--- src/rtl/sscol_pkg.sv ---
package sscol_pkg;
	localparam int MAX_STEPS = 64;
	localparam int CW = 32;
	localparam int RW = CW - 1;
	localparam int KW = $clog2(MAX_STEPS + 1);
	localparam int PW = CW + KW + 2;
	localparam int NW = RW + KW + 1;
	localparam int ACC_W = 2 * PW + 2;
	localparam int LIMW = 2 * CW;
	localparam int LW = CW + 1;
	localparam int NUMW = CW + RW;
	localparam int ITW = $clog2(NUMW + 1);
	localparam int SDW = ((6 * CW + 2 * RW + 3 * CW + 7) / 8) * 8;
	localparam int MDW = 8;

	typedef enum logic [3:0] {
		ST_IDLE,
		ST_LIM,
		ST_LIMW,
		ST_DST,
		ST_DSTW,
		ST_LEN,
		ST_LENW,
		ST_SQRT,
		ST_PROD,
		ST_PRODW,
		ST_DIV,
		ST_BOUND,
		ST_BOUNDW,
		ST_FIN
	} state_t;

	typedef struct packed {
		logic start;
		logic clear;
	} mac_req_t;

	function automatic logic [PW-1:0] mag_pw(logic signed [PW-1:0] v);
		return v[PW-1] ? PW'(-v) : v;
	endfunction
endpackage

--- src/rtl/sscol_mac.sv ---
module sscol_mac (
	input  logic                      clk,
	input  logic                      arst_n,
	input  sscol_pkg::mac_req_t       req,
	input  logic [sscol_pkg::PW-1:0]  a,
	input  logic [sscol_pkg::PW-1:0]  b,
	output logic [sscol_pkg::ACC_W-1:0] acc,
	output logic                      busy
);
	import sscol_pkg::*;

	logic [ACC_W-1:0] a_q;
	logic [ACC_W-1:0] acc_q;
	logic [PW-1:0]    b_q;

	always_ff @(posedge clk or negedge arst_n) begin
		if (!arst_n) begin
			b_q <= '0;
		end else if (req.start) begin
			b_q <= b;
		end else if (b_q != '0) begin
			b_q <= b_q >> 1;
		end
	end

	always_ff @(posedge clk) begin
		if (req.start) begin
			a_q <= ACC_W'(a);
			if (req.clear) begin
				acc_q <= '0;
			end
		end else if (b_q != '0) begin
			if (b_q[0]) begin
				acc_q <= acc_q + a_q;
			end
			a_q <= a_q << 1;
		end
	end

	assign acc = acc_q;
	assign busy = (b_q != '0);
endmodule

--- config.mk ---
export PLATFORM = sky130hd
export DESIGN_NAME = sscol_mac
export DESIGN_NICKNAME = d
export VERILOG_FILES = /design/src/rtl/sscol_pkg.sv /design/src/rtl/sscol_mac.sv
export SDC_FILE = /design/constraint.sdc
export NUM_CORES = 1
export LEC_CHECK = 0
export BUFFER_PORTS_ARGS = -buffer_cell sky130_fd_sc_hd__clkbuf_2
export CAP_MARGIN = 40
export CORE_MARGIN = 2
export CORE_UTILIZATION = 35
export DETAILED_ROUTE_END_ITERATION = 8
export GPL_TIMING_DRIVEN = 1
export PLACE_DENSITY_LB_ADDON = 0.15
export SYNTH_ARGS = -nofsm -noshare
export SYNTH_HDL_FRONTEND = slang
export SYNTH_SLANG_ARGS = --single-unit
--- constraint.sdc ---
create_clock -name clk -period 7.11 [get_ports clk]
set_input_delay 0.711 -clock clk [delete_from_list [all_inputs] [get_ports clk]]
set_output_delay 0.711 -clock clk [all_outputs]
set_load 0.01 [all_outputs]
# Yosys cells after proc, flatten, opt, wreduce, memory -nomap -nowiden
# Cells that the tools add are included.
# totals
latchBits,0
word_cells,18
rom_bits,0
register_bits,209
out_inout_bits,85
mem_count,0
ramBits,0
# classes
magnitude_cmp,0
n_div,0
n_shift,0
mux,8
n_mul,0
reduce_logical,4
n_eq_ne,1
n_bitwise,0
addsub,1
# op_table
operator,count
$mux 84,4
$mux 41,4
$add 84x84->84,1
$reduce_bool 41->1,1
$reduce_bool 2->1,2
$reduce_and 3->1,1
$ne 2x2->1 const B,1

# Depth between registers and ports, before layout
# depth
depth_word,4
ltp_mapped,11
depth_no_buf,11

# Least setup slack after synthesis
# Ideal clock, no wire load.
# synth_timing
path_kind,register -> register
start,register b_q[40]
end,"register a_q[0], enable pin"
required_ns,6.571
stages_incl_launch_ff,7
setup_time_ns,0.539
arrival_ns,2.514
n_path_buf,2
period_less_slack_ns,3.053
path_slack_ns,4.057
cell_sequence,dfrtp_1 > nor4_1 > nand4_1 > nor3_1 > buf_1 > clkbuf_1 > nand2_1
# synth_between
elab_chain_len,2
# synth_rtl
item,line,text
start: declaration,sscol_mac.sv:14,logic [PW-1:0] b_q;
start signal: assignment,sscol_mac.sv:22,b_q <= b_q >> 1;
$reduce_bool 41->1,sscol_mac.sv:32,end else if (b_q != '0) begin
$reduce_bool 2->1 (no source line),n/a,
end signal: assignment,sscol_mac.sv:28,a_q <= ACC_W'(a);
end signal: assignment,sscol_mac.sv:36,a_q <= a_q << 1;
end: declaration,sscol_mac.sv:12,logic [ACC_W-1:0] a_q;
# No other way between the ends.
# A chain may end at the register's enable or synchronous reset.

# Worst setup path after layout
# layout_timing
start,register a_q[32]
end,"register acc_q[59] (netlist: acc[59]), data pin"
# layout_between
elab_chain_len,4
# layout_rtl
item,line,text
$add 84x84->84,sscol_mac.sv:34,acc_q <= acc_q + a_q;
$mux 84,sscol_mac.sv:33,if (b_q[0]) begin
$mux 84,sscol_mac.sv:32,
$mux 84,sscol_mac.sv:27,if (req.start) begin
end signal: assignment,sscol_mac.sv:34,
end: declaration,sscol_mac.sv:13,logic [ACC_W-1:0] acc_q;
# No other way between the ends. The select of a mux whose other input is x is not followed.

==> summary.txt <==
Synthesis
  • Seq cells post-synth: approximately 210
  • Cell Area, Synth: 13100 um2
  • Post-synthesis cell type count: 70
  • Post-synthesis compound-gate area fraction: 0.157
  • Ys flop type: edfxtp_1
  • Post-Synth Adder-Cell Area: 0.0807
  • Cells after Synth: 1321
  • Yosys Warn Count: 0
  • Post-synth net total: 1491
  • Synth async-reset ratio: 0.196
  • Syn avg cell area: 9.92 um2
  • Register area share after synthesis: 0.430
  • Simple-Gate Fraction of Synth Area: 0.149
  • Main combinational cell family by area after synthesis: compound AO/OA/AOI/OAI gates
  • Post-synthesis mux area share: 0.115
  • Post-synth EDFFs: 125
  • Xor/xnor cell area share of the yosys netlist: 0.0401

Floorplanning
  • Die Width: 198 um
  • Ports: roughly 170
  • Starting Density: 0.356
  • FP Rows: 70
  • Core outline area: 36800 um2
  • Die Span Y: 198 um
  • Die area: 39000 um2

CTS
  • CTS Hold Bufs: 0
  • Post_cts resized: 0
  • Clock-pin slew on the worst setup and hold paths: ~0.05 ns
  • Setup Fix Bufs, Post-CTS: 0
  • Skew-Pair Late Insertion Delay: 0.53 ns
  • CTS buffer count: 26
  • CTS Sinks: about 210
  • H-tree depth: 1
  • Max clock buf depth: 3
  • CTS tree: done
  • CTS root buf: clkbuf_16

Timing
  • Slew Viols, Final: 0
  • Final hold violation count: 0
  • Max_slew headroom: 0.478
  • Setup violations, final: 0
  • Worst-Margin Slew: 0.783 ns
  • Period utilization: 0.506
  • Fmax: 0.278 GHz
  • RSZ-0062 raised after global routing: false
  • Final worst setup slack: 3.51 ns
  • Setup tns final: 0 ns
  • Fin crit period: between 3 and 4 ns
  • Fin Clk Skew: 0.0135 ns

Placed design
  • Pre-CTS setup slack: 3.52 ns
  • I/O Buffers: 170
  • GPL Wtd Cong: 0.842
  • DPL Wire Length: 26800 um

Global route
  • Initial antenna violation count: 0
  • Total GRT Usage: 0.180
  • Largest net degree at the start of global routing: 140
  • First-pass GRT wire length: between 50000 and 60000 um
  • Number of global-route vias before repair: 10500
  • Grt ovf: 0

Layout
  • Most common cell after layout, fill and taps aside: nor2_1
  • Diode count: 0
  • Area Overhead vs Synth: 16.1%
  • Final #Nets: 1631
  • Commonest non-fill, non-tap cells in the layout: nor2_1 (176), clkbuf_2 (169), edfxtp_1 (125), a21oi_1 (118), mux2_2 (91)
  • Fillers: between 3000 and 4000
  • Layout cells sized above 1: 0.226

Critical path
  • Crit path capture type: flip-flop
  • Crit path max fanout: 8
  • Startpoint Class: flip-flop
  • Type of the worst setup path: flip-flop to flip-flop
  • R2R Path Start: a_q[32]
  • CP required: 7.38 ns
  • Crit path DAT: 3.87 ns
  • Worst setup path startpoint: a_q[32]

Power and ir drop
  • Max rail drop VDD: roughly 170 uV
  • Leakage: 0.00626 uW
  • PD cells: about 270 nW/um2

Outcome
  • Status: completed

Worst hold path
  • Worst min-delay path category: input pin to asynchronous set/reset pin

Routing
  • DR iter-0 viols: 757
  • Vias per inst: approximately 5.4
  • Total Wirelength: 35300 um
  • Drt drc: 0
  • DRT Pass-1 Iters: 5
  • Via count: 10500
  • Routed len/inst: 18.1 um
  • Final ANT Viol Nets: 0

Job
  • Max Cap Viol: 0
[metrics by stage]
| stage | total power (uW) | cells | hold slack, ns | cell area (um2) | util |
|---|---|---|---|---|---|
| floorplan | 2460 | 1321 | 0.415 | 13100 | - |
| global placement | 2830 | 1898 | 0.488 | 14300 | 0.390 |
| detailed placement | 2840 | 1901 | 0.494 | 14400 | 0.392 |
| CTS | 4150 | 1948 | 0.121 | 15200 | 0.414 |
| global route | 4350 | 1948 | 0.143 | 15200 | 0.414 |
| finish | 4090 | 1948 | 0.139 | 15200 | 0.414 |
[metal layers]
| layer | up-vias | global-route usage | share of wire | routed length, um |
|---|---|---|---|---|
| met2 | 228 | 0.287 | 0.45 | 15900 |
| li1 | 5154 | - | - | - |
| met1 | 5028 | 0.257 | 0.48 | 17000 |
| met5 | - | 0 | 0 | 0 |
| met4 | 0 | 0.0345 | 0.015 | 534 |
| met3 | 41 | 0.0316 | 0.054 | 1900 |
[final timing paths]
check,endpoint,slack (ns),cells after the start
worst min-delay path,b_q[13],0.14,1
worst max register to register,acc[59],3.51,9
worst max-delay path,acc[59],3.51,9
max in group asynchronous,b_q[36],6.48,2
worst min register to register,b_q[3],0.51,1
min in group clk,b_q[40],0.41,2
[cell families (layout without fill, tap and decap cells)]
group / Yosys count / in the layout
multiplexers: 139 / 139
XOR/XNOR: 60 / 60
flip-flops: 209 / 209
AO/OA/AOI/OAI: 326 / 326
buffers and inverters: 92 / 251
adder cells (fa/ha/maj): 84 / 84
AND/OR/NAND/NOR: 411 / 411
[synth_stat cells, drive strengths merged, types with 3 or more instances]
cell,instances,share of area
edfxtp,125,0.29
buf,17,0.0062
xnor2,37,0.025
and3,8,0.0042
o21a,11,0.0063
ha,83,0.079
o2111ai,4,0.0027
a211oi,9,0.0061
xor2,23,0.015
nor2,176,0.050
o211ai,4,0.0027
and2,12,0.0057
o21ai,72,0.028
dfrtp,41,0.078
a221o,3,0.0023
mux2i,43,0.033
nand4,38,0.019
nand3,13,0.0050
dfxtp,43,0.066
o21bai,19,0.011
nor4,13,0.0078
mux2,96,0.082
or2,3,0.0014
a21o,35,0.020
o31ai,8,0.0050
inv,28,0.0080
a31oi,17,0.0081
nand2,85,0.024
nor2b,19,0.0091
nand2b,5,0.0024
clkbuf,47,0.014
o221ai,3,0.0020
nor3,24,0.010
a211o,4,0.0028
nor3b,4,0.0027
a21boi,5,0.0029
or3,4,0.0019
a21oi,120,0.046
[where the power goes]
group	switching (uW)	internal [uW]
combinational	750	499
clock	517	759
sequential	90.5	1470
total	1360	2730
[area by class of cell]
type                            instances  area (um2)  share of cell area
Multi-Input combinational cell       1020        7110               0.467
Timing Repair Buffer                  176         962              0.0632
Inverter                               28         105             0.00690
Sequential cell                       209        5640               0.370
Tap cell                              468         586              0.0385
Clock inverter                         10        77.6             0.00509
Clock buffer                           37         743              0.0488
[sequential cells by signal (all words and copies together) (netlist names)]
signal,flops
acc,84
b_q,41
a_q,84
[critical path, stage by stage, from the launching register on]
cell      delay (ns)
edfxtp_1        0.40
ha_1            0.45
nand4_1         0.18
nor3_1          0.51
nand2_1         0.15
a211oi_1        0.49
o21ai_0         0.25
o21ba_2         0.27
o21ai_0         0.26
mux2_2          0.38
(Power assumes the default switching activity.)
